==> config.mk <==
export PLATFORM = sky130hd
export DESIGN_NAME = triangle_sweep_setpoint_generator
export DESIGN_NICKNAME = d
export VERILOG_FILES = /design/src/hdl/tssg_pkg.sv /design/src/hdl/tssg_div.sv /design/src/hdl/triangle_sweep_setpoint_generator.sv
export SDC_FILE = /design/constraint.sdc
export NUM_CORES = 1
export LEC_CHECK = 0
export BUFFER_PORTS_ARGS = -buffer_cell sky130_fd_sc_hd__buf_2
export CORE_ASPECT_RATIO = 0.6
export CORE_MARGIN = 8
export CORE_UTILIZATION = 25
export CTS_CLUSTER_SIZE = 20
export DETAILED_ROUTE_END_ITERATION = 8
export GPL_TIMING_DRIVEN = 0
export PLACE_DENSITY_LB_ADDON = 0.1
export SYNTH_ARGS = -nofsm -noshare
export SYNTH_HDL_FRONTEND = slang
export SYNTH_SLANG_ARGS = --single-unit
==> constraint.sdc <==
create_clock -name clk -period 23.5 [get_ports clk]
set_clock_uncertainty 0.05 [all_clocks]
set_input_delay 3.525 -clock clk [delete_from_list [all_inputs] [get_ports clk]]
set_output_delay 3.525 -clock clk [all_outputs]
set_load 0.02 [all_outputs]
==> src/hdl/tssg_pkg.sv <==
// Shared types and constants of the triangle sweep setpoint generator.
package tssg_pkg;

	localparam int MM_TO_UM      = 1000;
	localparam int POS_SCALE     = 39;
	localparam int FORCE_SCALE   = 20;
	localparam int SERVO_BASE    = 1200;
	localparam int SERVO_OFFSET  = 20000;
	localparam int SERVO_DIV     = 17;
	localparam int STEP_FALLBACK = 10;
	localparam int TARGET_LIMIT  = 20;

	// serial divider: quotient and dividend width, divisor width
	localparam int DIV_BITS  = 17;
	localparam int DSR_BITS  = 16;
	localparam int DIV_CNT_W = $clog2(DIV_BITS + 1);

	// configuration register indexes
	localparam logic [1:0] REG_FIRST_TARGET  = 2'd0;
	localparam logic [1:0] REG_SECOND_TARGET = 2'd1;
	localparam logic [1:0] REG_STEP_DIVISOR  = 2'd2;

	// sweep segments
	localparam logic [1:0] SEG_TO_FIRST  = 2'd0;
	localparam logic [1:0] SEG_TO_SECOND = 2'd1;
	localparam logic [1:0] SEG_BACK      = 2'd2;

	typedef enum logic [2:0] {
		ST_IDLE,
		ST_STEP,
		ST_MOVE,
		ST_SERVO,
		ST_PUSH
	} state_t;

	typedef struct packed {
		logic busy;
		logic done;
	} div_status_t;

endpackage

==> src/hdl/tssg_div.sv <==
// Bit-serial restoring divider, one quotient bit per cycle.
module tssg_div
	import tssg_pkg::*;
(
	input  logic                clk,
	input  logic                arst_n,
	input  logic                start,
	input  logic [DIV_BITS-1:0] dividend,
	input  logic [DSR_BITS-1:0] divisor,
	output logic [DIV_BITS-1:0] quotient,
	output div_status_t         status
);

	logic [DIV_BITS-1:0]  dvd_q;
	logic [DIV_BITS-1:0]  rem_q;
	logic [DSR_BITS-1:0]  dsr_q;
	logic [DIV_CNT_W-1:0] cnt_q;
	logic                 busy_q;
	logic                 done_q;

	logic [DIV_BITS-1:0]  rem_sh;
	logic [DIV_BITS:0]    diff;
	logic                 ge;

	// remainder stays below the divisor, so its top bit is always clear
	assign rem_sh = {rem_q[DIV_BITS-2:0], dvd_q[DIV_BITS-1]};
	assign diff   = {1'b0, rem_sh} - {{(DIV_BITS + 1 - DSR_BITS){1'b0}}, dsr_q};
	assign ge     = ~diff[DIV_BITS];

	always_ff @(posedge clk or negedge arst_n) begin
		if (!arst_n) begin
			busy_q <= 1'b0;
			done_q <= 1'b0;
			cnt_q  <= '0;
		end else begin
			done_q <= 1'b0;
			if (start) begin
				busy_q <= 1'b1;
				cnt_q  <= DIV_CNT_W'(DIV_BITS);
			end else if (busy_q) begin
				cnt_q <= cnt_q - 1'b1;
				if (cnt_q == DIV_CNT_W'(1)) begin
					busy_q <= 1'b0;
					done_q <= 1'b1;
				end
			end
		end
	end

	always_ff @(posedge clk) begin
		if (start) begin
			dvd_q <= dividend;
			rem_q <= '0;
			dsr_q <= divisor;
		end else if (busy_q) begin
			rem_q <= ge ? diff[DIV_BITS-1:0] : rem_sh;
			dvd_q <= {dvd_q[DIV_BITS-2:0], ge};
		end
	end

	assign quotient    = dvd_q;
	assign status.busy = busy_q;
	assign status.done = done_q;

endmodule

==> src/hdl/triangle_sweep_setpoint_generator.sv <==
// Top level of the triangle sweep setpoint generator.
//
// Usage: write first_target_mm, second_target_mm and step_divisor through the
// cfg_write/cfg_index/cfg_data port while the block is idle. Items enter on
// in_valid/in_ready; action 0 starts a sweep, action 1 reports the two ADC
// samples of the current point and advances. Every item gives one result
// item on out_valid/out_ready: scaled samples, next point in um, its servo
// compare value and a done mark.
//
// Sequence: one item at a time. A start item runs the division of travel by
// divisor in the shared bit-serial divider, then, if a point is found, the
// division of point plus 20000 by 17. A report item runs that point division
// only; a report with no point left skips the divider. in_ready is high only
// in the idle state.
//
// Output: the result register holds its item until out_ready; the next input
// item is taken meanwhile and its result waits in the push state.
// Reset: step is 10, no sweep running, registers 0 0 1, output empty.
module triangle_sweep_setpoint_generator
	import tssg_pkg::*;
(
	input  logic               clk,
	input  logic               arst_n,
	// configuration
	input  logic               cfg_write,
	input  logic [1:0]         cfg_index,
	input  logic [15:0]        cfg_data,
	// input items
	input  logic               in_valid,
	output logic               in_ready,
	input  logic               action,
	input  logic [9:0]         adc_position,
	input  logic [9:0]         adc_force,
	// result items
	output logic               out_valid,
	input  logic               out_ready,
	output logic signed [15:0] measured_position,
	output logic signed [14:0] measured_force,
	output logic signed [15:0] next_point_um,
	output logic [11:0]        servo_compare,
	output logic               sweep_done
);

	// configuration registers
	logic signed [5:0]    first_mm_q;
	logic signed [5:0]    second_mm_q;
	logic [15:0]          divisor_q;

	// sweep state
	state_t               state_q, state_d;
	logic [DIV_BITS-1:0]  step_q;
	logic signed [15:0]   point_q;
	logic [1:0]           segment_q;
	logic                 running_q;

	// item in flight
	logic                 act_q;
	logic signed [15:0]   mpos_q;
	logic signed [14:0]   mfrc_q;
	logic                 have_q;
	logic [11:0]          servo_q;

	// result register
	logic                 out_valid_q;
	logic signed [15:0]   out_mpos_q;
	logic signed [14:0]   out_mfrc_q;
	logic signed [15:0]   out_point_q;
	logic [11:0]          out_servo_q;
	logic                 out_done_q;

	// divider hookup
	logic                 div_start;
	logic [DIV_BITS-1:0]  div_dividend;
	logic [DSR_BITS-1:0]  div_divisor;
	logic [DIV_BITS-1:0]  div_quot;
	div_status_t          div_stat;

	// strobes from the sequencer
	logic                 take_in;
	logic                 load_step;
	logic                 load_move;
	logic                 load_servo;
	logic                 load_out;

	function automatic logic signed [15:0] target_um(input logic signed [5:0] mm);
		logic signed [5:0] c;
		c = mm;
		if (mm < -6'sd20) c = -6'sd20;
		if (mm > 6'sd20)  c = 6'sd20;
		return 16'(32'(c) * MM_TO_UM);
	endfunction

	logic signed [15:0] l1, l2;
	assign l1 = target_um(first_mm_q);
	assign l2 = target_um(second_mm_q);

	// travel = |L1| + 2|L2-L1|, at most 100000
	logic signed [17:0] l1_x, diff_x, abs_l1, abs_d, travel_x;
	assign l1_x     = 18'(l1);
	assign diff_x   = 18'(l2) - 18'(l1);
	assign abs_l1   = l1_x[17] ? -l1_x : l1_x;
	assign abs_d    = diff_x[17] ? -diff_x : diff_x;
	assign travel_x = abs_l1 + (abs_d <<< 1);

	// segment selection: enter from the first segment, or the one after the current
	logic               l1_nz, l12_ne;
	assign l1_nz  = (l1 != 16'sd0);
	assign l12_ne = (l1 != l2);

	logic               ent_have;
	logic [1:0]         ent_seg;
	logic signed [15:0] ent_point;
	logic [1:0]         ent_from;

	assign ent_from = act_q ? (segment_q + 2'd1) : SEG_TO_FIRST;

	always_comb begin
		ent_have  = 1'b0;
		ent_seg   = SEG_TO_FIRST;
		ent_point = 16'sd0;
		case (ent_from)
			SEG_TO_FIRST: begin
				if (l1_nz) begin
					ent_have = 1'b1;
				end else if (l12_ne) begin
					ent_have  = 1'b1;
					ent_seg   = SEG_TO_SECOND;
					ent_point = l1;
				end
			end
			SEG_TO_SECOND: begin
				if (l12_ne) begin
					ent_have  = 1'b1;
					ent_seg   = SEG_TO_SECOND;
					ent_point = l1;
				end
			end
			SEG_BACK: begin
				if (l12_ne) begin
					ent_have  = 1'b1;
					ent_seg   = SEG_BACK;
					ent_point = l2;
				end
			end
			default: ent_have = 1'b0;
		endcase
	end

	// step along the current segment
	logic signed [18:0] p_x, e_x, up_x, dn_x, st_x;
	logic signed [15:0] seg_end;
	logic               go_up, go_dn;

	assign seg_end = (segment_q == SEG_TO_SECOND) ? l2 : l1;
	assign p_x     = 19'(point_q);
	assign e_x     = 19'(seg_end);
	assign st_x    = {2'b00, step_q};
	assign up_x    = p_x + st_x;
	assign dn_x    = p_x - st_x;
	assign go_up   = (p_x < e_x) && (up_x < e_x);
	assign go_dn   = (p_x > e_x) && (dn_x > e_x);

	logic               mv_have;
	logic [1:0]         mv_seg;
	logic signed [15:0] mv_point;

	always_comb begin
		mv_have  = 1'b0;
		mv_seg   = SEG_TO_FIRST;
		mv_point = 16'sd0;
		if (!act_q) begin
			mv_have  = ent_have;
			mv_seg   = ent_seg;
			mv_point = ent_point;
		end else if (running_q) begin
			if (go_up) begin
				mv_have  = 1'b1;
				mv_seg   = segment_q;
				mv_point = up_x[15:0];
			end else if (go_dn) begin
				mv_have  = 1'b1;
				mv_seg   = segment_q;
				mv_point = dn_x[15:0];
			end else begin
				mv_have  = ent_have;
				mv_seg   = ent_seg;
				mv_point = ent_point;
			end
		end
		if (!mv_have) begin
			mv_seg   = SEG_TO_FIRST;
			mv_point = 16'sd0;
		end
	end

	// ADC scaling: sample minus midscale is the sample with its top bit flipped
	logic signed [9:0] pos_c, frc_c;
	assign pos_c = {~adc_position[9], adc_position[8:0]};
	assign frc_c = {~adc_force[9], adc_force[8:0]};

	// servo dividend p + 20000, 0..40000
	logic signed [16:0] servo_sum;
	assign servo_sum = 17'(mv_point) + 17'(SERVO_OFFSET);

	// divider operand mux: travel at start, servo point otherwise
	always_comb begin
		if (state_q == ST_IDLE) begin
			div_dividend = travel_x[DIV_BITS-1:0];
			div_divisor  = (divisor_q == 16'd0) ? 16'd1 : divisor_q;
		end else begin
			div_dividend = {1'b0, servo_sum[15:0]};
			div_divisor  = DSR_BITS'(SERVO_DIV);
		end
	end

	tssg_div u_div (
		.clk      (clk),
		.arst_n   (arst_n),
		.start    (div_start),
		.dividend (div_dividend),
		.divisor  (div_divisor),
		.quotient (div_quot),
		.status   (div_stat)
	);

	// sequencer
	always_ff @(posedge clk or negedge arst_n) begin
		if (!arst_n) state_q <= ST_IDLE;
		else         state_q <= state_d;
	end

	always_comb begin
		state_d    = state_q;
		take_in    = 1'b0;
		load_step  = 1'b0;
		load_move  = 1'b0;
		load_servo = 1'b0;
		load_out   = 1'b0;
		div_start  = 1'b0;
		case (state_q)
			ST_IDLE: begin
				if (in_valid) begin
					take_in   = 1'b1;
					div_start = ~action;
					state_d   = action ? ST_MOVE : ST_STEP;
				end
			end
			ST_STEP: begin
				if (div_stat.done) begin
					load_step = 1'b1;
					state_d   = ST_MOVE;
				end
			end
			ST_MOVE: begin
				load_move = 1'b1;
				div_start = mv_have;
				state_d   = mv_have ? ST_SERVO : ST_PUSH;
			end
			ST_SERVO: begin
				if (div_stat.done) begin
					load_servo = 1'b1;
					state_d    = ST_PUSH;
				end
			end
			ST_PUSH: begin
				if (!out_valid_q || out_ready) begin
					load_out = 1'b1;
					state_d  = ST_IDLE;
				end
			end
			default: state_d = ST_IDLE;
		endcase
	end

	assign in_ready = (state_q == ST_IDLE);

	// configuration and sweep state
	always_ff @(posedge clk or negedge arst_n) begin
		if (!arst_n) begin
			first_mm_q  <= '0;
			second_mm_q <= '0;
			divisor_q   <= 16'd1;
			step_q      <= DIV_BITS'(STEP_FALLBACK);
			point_q     <= '0;
			segment_q   <= SEG_TO_FIRST;
			running_q   <= 1'b0;
			have_q      <= 1'b0;
			act_q       <= 1'b0;
			out_valid_q <= 1'b0;
		end else begin
			if (cfg_write) begin
				case (cfg_index)
					REG_FIRST_TARGET:  first_mm_q  <= cfg_data[5:0];
					REG_SECOND_TARGET: second_mm_q <= cfg_data[5:0];
					REG_STEP_DIVISOR:  divisor_q   <= cfg_data;
					default: ;
				endcase
			end
			if (take_in) act_q <= action;
			if (load_step) begin
				step_q <= (div_quot == '0) ? DIV_BITS'(STEP_FALLBACK) : div_quot;
			end
			if (load_move) begin
				point_q   <= mv_point;
				segment_q <= mv_seg;
				running_q <= mv_have;
				have_q    <= mv_have;
			end
			if (load_out)      out_valid_q <= 1'b1;
			else if (out_ready) out_valid_q <= 1'b0;
		end
	end

	// item payload
	always_ff @(posedge clk) begin
		if (take_in) begin
			mpos_q <= action ? 16'(32'(pos_c) * POS_SCALE) : 16'sd0;
			mfrc_q <= action ? 15'(32'(frc_c) * FORCE_SCALE) : 15'sd0;
		end
		if (load_move)  servo_q <= 12'd0;
		if (load_servo) servo_q <= 12'(SERVO_BASE) + div_quot[11:0];
		if (load_out) begin
			out_mpos_q  <= mpos_q;
			out_mfrc_q  <= mfrc_q;
			out_point_q <= have_q ? point_q : 16'sd0;
			out_servo_q <= have_q ? servo_q : 12'd0;
			out_done_q  <= ~have_q;
		end
	end

	assign out_valid         = out_valid_q;
	assign measured_position = out_mpos_q;
	assign measured_force    = out_mfrc_q;
	assign next_point_um     = out_point_q;
	assign servo_compare     = out_servo_q;
	assign sweep_done        = out_done_q;

endmodule

# After elaboration in Yosys (flattened, before gate mapping)
# Index checks and enable logic that the tools add are counted.
# W data, S select, Z words.
[op_classes] add_sub_neg=11 mul=4 order_cmp=8 n_eq_ne=17 n_mux=68 bitwise_logic=6 reduce_logical=20
[op_table] op="$mux W16" count=11
[op_table] op="$mux W17" count=5
[op_table] op="$pmux W16 S3" count=1
[op_table] op="$mul A6 B8 Y13 const B" count=2
[op_table] op="$mux W1" count=25
[op_table] op="$mux W12" count=2
[op_table] op="$mux W6" count=4
[op_table] op="$add A16 B18 Y19" count=1
[op_table] op="$gt A19 B16 Y1" count=1
[op_table] op="$lt A19 B16 Y1" count=1
[op_table] op="$sub A16 B18 Y19" count=1
[op_table] op="$sub A17 B16 Y18" count=1
[op_table] op="$add A17 B17 Y17" count=1
[op_table] op="$logic_not A17 Y1" count=1
[op_table] op="$neg A16 Y17" count=1
[op_table] op="$sub A16 B16 Y17" count=1
[op_table] op="$add A16 B16 Y16 const B" count=1
[op_table] op="$gt A16 B16 Y1" count=1
[op_table] op="$logic_not A16 Y1" count=1
[op_table] op="$lt A16 B16 Y1" count=1
[op_table] op="$mul A10 B7 Y16 const B" count=1
[op_table] op="$mux W2" count=8
[op_table] op="$neg A16 Y16" count=1
[op_table] op="$reduce_bool A16 Y1" count=1
[op_table] op="other kinds (32)" count=60
[totals] regBits=228 input_bits=44 out_inout_bits=62

# Logic depth before layout (Yosys ltp)
[logic_depth] depth_word=16 depth_mapped=45 depth_no_buf=44

# Cells and area by module
# A second synthesis with hierarchy kept.
[hier_totals] hier_cells=1990 area_unflattened_um2=18719.2
[by_module_without_submodules] mod="triangle_sweep_setpoint_generator" n_inst=1 cells_per_inst=1703 area_per_inst_um2=15632.5 seq_area_each_um2=4703.3
[by_module_without_submodules] mod="tssg_div" n_inst=1 cells_per_inst=287 area_per_inst_um2=3086.7 seq_area_each_um2=1486.4

# Least setup slack after synthesis
# Ideal clock, no wire load.
[synth_path] path_kind="register to register" start="register first_mm_q[3]" end="register u_div.dvd_q[15] (netlist: u_div.quotient[15]), data pin" arrival_time_ns=8.482 slack_ns=14.713 path_stages_with_launch=38 path_buffers=1 path_cell_list="dfrtp_1 -> a21o_1 -> nand2_1 -> ha_1 -> inv_1 -> o211ai_1 -> fa_1 -> inv_1 -> ha_1 -> inv_1 -> fa_1 -> inv_1 -> fa_1 -> ha_1 -> fa_1 -> a21o_1 -> a21oi_1 -> xor2_1 -> [2 not listed] -> ha_1 -> o21a_1 -> nor2_1 -> nor3_1 -> a311o_1 -> maj3_1 -> maj3_2 -> o2111ai_1 -> nor3b_1 -> o21ai_1 -> nand2_1 -> clkbuf_1 -> o21a_1 -> ha_1 -> a31oi_1 -> a21boi_1 -> mux2i_1 -> and3_1"
[synth_between] elab_chain_len=16
[synth_rtl] item="start, declared" line_no="triangle_sweep_setpoint_generator.sv:45" rtl="logic signed [5:0] first_mm_q;"
[synth_rtl] item="start signal, assigned" line_no="triangle_sweep_setpoint_generator.sv:293" rtl="REG_FIRST_TARGET: first_mm_q <= cfg_data[5:0];"
[synth_rtl] item="$lt A6 B6 Y1" line_no="triangle_sweep_setpoint_generator.sv:88" rtl="if (mm < -6'sd20) c = -6'sd20;"
[synth_rtl] item="$mux W6" line_no="triangle_sweep_setpoint_generator.sv:88"
[synth_rtl] item="$mux W6 *" line_no="triangle_sweep_setpoint_generator.sv:89" rtl="if (mm > 6'sd20) c = 6'sd20;"
[synth_rtl] item="$mul A6 B8 Y13 *" line_no="triangle_sweep_setpoint_generator.sv:90" rtl="return 16'(32'(c) * MM_TO_UM);"
[synth_rtl] item="parallel branches: the longest is 8 deep, another holds $gt A19 B16 Y1"
[synth_rtl] item="$mux W16 *" line_no="triangle_sweep_setpoint_generator.sv:190" rtl="if (!mv_have) begin"
[synth_rtl] item="net mv_point[5]" line_no="triangle_sweep_setpoint_generator.sv:165" rtl="logic signed [15:0] mv_point;"
[synth_rtl] item="$add A16 B16 Y16 *" line_no="triangle_sweep_setpoint_generator.sv:203" rtl="assign servo_sum = 17'(mv_point) + 17'(SERVO_OFFSET);"
[synth_rtl] item="$mux W17 *" line_no="triangle_sweep_setpoint_generator.sv:207" rtl="if (state_q == ST_IDLE) begin"
[synth_rtl] item="$mux W17 *" line_no="tssg_div.sv:51" rtl="if (start) begin"
[synth_rtl] item="end signal, assigned" line_no="tssg_div.sv:52" rtl="dvd_q <= dividend;"
[synth_rtl] item="end signal, assigned" line_no="tssg_div.sv:57" rtl="dvd_q <= {dvd_q[DIV_BITS-2:0], ge};"
[synth_rtl] item="end, declared" line_no="tssg_div.sv:14" rtl="logic [DIV_BITS-1:0] dvd_q;"
# Mark *: on every way through the listed nets, which the timed path passes.
# A chain may end at the register's enable or synchronous reset.

# Worst setup path in the final report
[layout_path] start="register first_mm_q[2]" end="register u_div.dvd_q[11] (netlist: u_div.quotient[11]), data pin"
# Same word-level chain as after synthesis.

==> summary.md <==
| Metric | Value |
|---|---|
| Outcome | `finished, final reports clean` |
| Initial antenna violation count | `3` |
| Area inside the core boundary | `73510 sq um` |
| Number of synthesis warnings | `0` |
| Adder-Cell Fraction of Synth Area | `20.27%` |
| Overall die area | `83360 sq um` |
| CP Class | `reg -> reg` |
| Count of unique library cells instantiated by Yosys | `89` |
| Count of buffers from port buffering | `103` |
| EDFF count, synth | `132` |
| GRT Total Usage | `14.64%` |
| XOR/XNOR share of the synthesized area | `5.930%` |
| Yosys reg bits | `224` |
| Proportion of synthesized area in mux cells | `3.357%` |
| Effective utilization at floorplan | `25.20%` |
| Synthesized-area fraction occupied by ao, oa, aoi and oai cells | `16.22%` |
| Detailed router's first-iteration violation count | `1285` |
| Number of failing setup endpoints in the final timing report | `0` |
| Cell mode on critical path | `sky130_fd_sc_hd__ha_1` |
| Estimated wirelength of the detail-placed design | `51090 um` |
| Maximum number of pins on one net before global-route repair | `59` |
| TritonCTS clock tree | `done` |
| Number of fill cells in the layout | `7775` |
| Area taken by multi-input logic gates | `11290 sq um` |
| Highest achievable clock rate | `0.08324 GHz` |
| Die width | `367.4 um` |
| Die H | `226.9 um` |
| Area occupied by registers | `6190 sq um` |
| DR WL/cell | `20.10 um` |
| Worst EP required | `23.78 ns` |
| Max stage delay on crit path | `1.05 ns` |
| Simple-gate area share of the yosys netlist | `15.09%` |
| Synthesized cell area | `18530 sq um` |
| Fraction of the yosys area taken by sequential cells | `33.41%` |
| Worst Hold Class | `reg -> reg` |
| Cts repair resizes | `0` |
| Maximum number of buffers from clock root to sink | `3` |
| Routed vias | `14950` |
| Leading cell types in the layout, fill and taps excluded | `sky130_fd_sc_hd__ha_1, sky130_fd_sc_hd__inv_1, sky130_fd_sc_hd__nand2_1` |
| Area grow syn2layout | `14.65%` |
| Number of global-route vias before repair | `14440` |
| Detail Route Antenna Nets | `0` |
| Total count of max-transition violations in the final report | `0` |
| Hold buffers post-CTS | `0` |
| I/O pins | `106` |
| Worst Max-Slew Pin Slew | `1.288 ns` |
| Final Net Count | `2425` |
| Routability congestion estimate from global placement | `0.9057` |
| Data arrival time at the worst-slack endpoint | `12.29 ns` |
| Cts bufs inserted | `27` |
| Share of post-route cells with drive strength above 1 | `10.93%` |
| Congestion Overflow GR | `0` |
| Number of buffers inserted to repair setup after CTS | `0` |
| Final worst-path cycle share | `51.12%` |
| Async SR Flop Fraction | `33.93%` |
| Detailed-routing iteration count for the pre-antenna-repair pass | `5` |
| Later-pin clock latency in the skew report | `0.60 ns` |
| Setup ws final | `11.49 ns` |
| Unrepaired setup endpoints after global routing | `no` |
| Global-route wire length before repair | `94180 um` |
| Root buffer selected by CTS | `sky130_fd_sc_hd__clkbuf_16` |
| FP Rows | `77` |
| Post-detailed-routing wire length | `62720 um` |
| Core occupancy in the finished layout | `28.89%` |
| Hold violation count in the final report | `0` |
| Crit Path Max Fanout | `10` |
| Via density | `4.789` |
| Worst rel slew slack | `13.95%` |
| CTS Sinks | `224` |
| Synthesized netlist cell count | `1977` |
| DRC violations left | `0` |
| Most common library cell in the layout ignoring fill and taps | `sky130_fd_sc_hd__ha_1` |
| Minimum period implied by the final worst setup slack | `12.01 ns` |
| Critical Path Slowest Stage Cell | `sky130_fd_sc_hd__nor3b_1` |
| Post-CTS clock slew at the launch and capture registers of the worst setup and hold paths | `0.06 ns` |
| CP Launch Type | `flip-flop` |
| Max-cap check violation count | `0` |
| Worst slack at placement | `12.05 ns` |
| TNS Setup | `0 ns` |
| Main combinational cell family by area after synthesis | `adder cells` |
| Kind of end point of the critical path | `flip-flop` |
| Most used flip-flop cell after synthesis | `sky130_fd_sc_hd__edfxtp_1` |
| Avg Synthesized Cell Area | `9.371 sq um` |
| H-tree level count | `1` |
per-stage QoR:
step	cells	hold slack [ns]	instance area, sq um
after floorplan	1978	0.3503	18530
after global placement	3068	0.3520	20280
after detailed placement	3069	0.3545	20320
after CTS	3119	0.3672	21240
after global routing	3119	0.3754	21240
final	3121	0.3690	21240
layout make-up:
class | instances | area share, %
multi-input combinational | 1478 | 53.14
sequential | 224 | 29.14
tap | 987 | 5.814
inverter | 217 | 3.835
clock buffer | 36 | 3.629
timing repair buffer | 104 | 2.568
buffer | 59 | 1.149
clock inverter | 14 | 0.7010
antenna | 2 | 0.02356
layer usage:
metal / track usage (%) / vias up / wire length (um)
li1: - / 7259 / -
met2: 18.35 / 385 / 22210
met5: 1.048 / - / 120
met1: 24.85 / 7261 / 35690
met3: 2.752 / 40 / 3983
met4: 1.982 / 2 / 714
cells in the mapped netlist, drive strengths merged (23+ instances only):
cell	instances	area (sq um)
mux2i	25	250.2
edfxtp	132	3964
nand2	147	551.8
xnor2	98	873.3
clkbuf	44	165.2
nor2	127	479.2
fa	42	840.8
a211oi	23	185.2
ha	228	2853
mux2	33	371.6
and2	64	400.4
nor2b	30	187.7
a21o	35	262.8
inv	215	807.0
nor3	39	195.2
dfrtp	73	1827
xor2	24	225.2
nand2b	23	143.9
o21ai	134	674.4
a21oi	112	568.1
worst paths after layout:
check | startpoint | slack [ns] | depth (start not counted) | end
min in group asynchronous | arst_n | 2.89 | 1 | second_mm_q[4]
max in group asynchronous | arst_n | 19.79 | 2 | step_q[1]
hold / removal | mfrc_q[13] | 0.37 | 0 | measured_force[13]
setup reg to reg | first_mm_q[2] | 11.49 | 37 | u_div.quotient[11]
setup / recovery | first_mm_q[2] | 11.49 | 37 | u_div.quotient[11]
hold reg to reg | mfrc_q[13] | 0.37 | 0 | measured_force[13]
registers in the layout, indices dropped and copies added, names as in the netlist, 2 cells and up:
name	count
step_q	17
u_div.quotient	17
divisor_q	16
measured_position	16
mpos_q	16
next_point_um	16
point_q	16
u_div.dsr_q	16
u_div.rem_q	16
measured_force	13
mfrc_q	13
servo_compare	12
servo_q	12
first_mm_q	6
second_mm_q	6
u_div.cnt_q	5
state_q	3
segment_q	2
critical path, delay by kind of cell (launching register included):
kind,cells,cell delay [ns]
flip-flops,1,0.41
AO/OA/AOI/OAI,11,3.04
buffers and inverters,5,0.86
AND/OR/NAND/NOR,8,2.41
adder cells (fa/ha/maj),11,4.15
XOR/XNOR,2,0.81
logic make-up after synthesis:
logic type | count (synthesis)
AND/OR/NAND/NOR | 553
AO/OA/AOI/OAI | 467
adder cells (fa/ha/maj) | 276
buffers and inverters | 276
flip-flops | 224
XOR/XNOR | 122
multiplexers | 58
other | 1
Power is not shown: default switching activity piles up to over one toggle a cycle in this logic, so the estimate is an artifact.
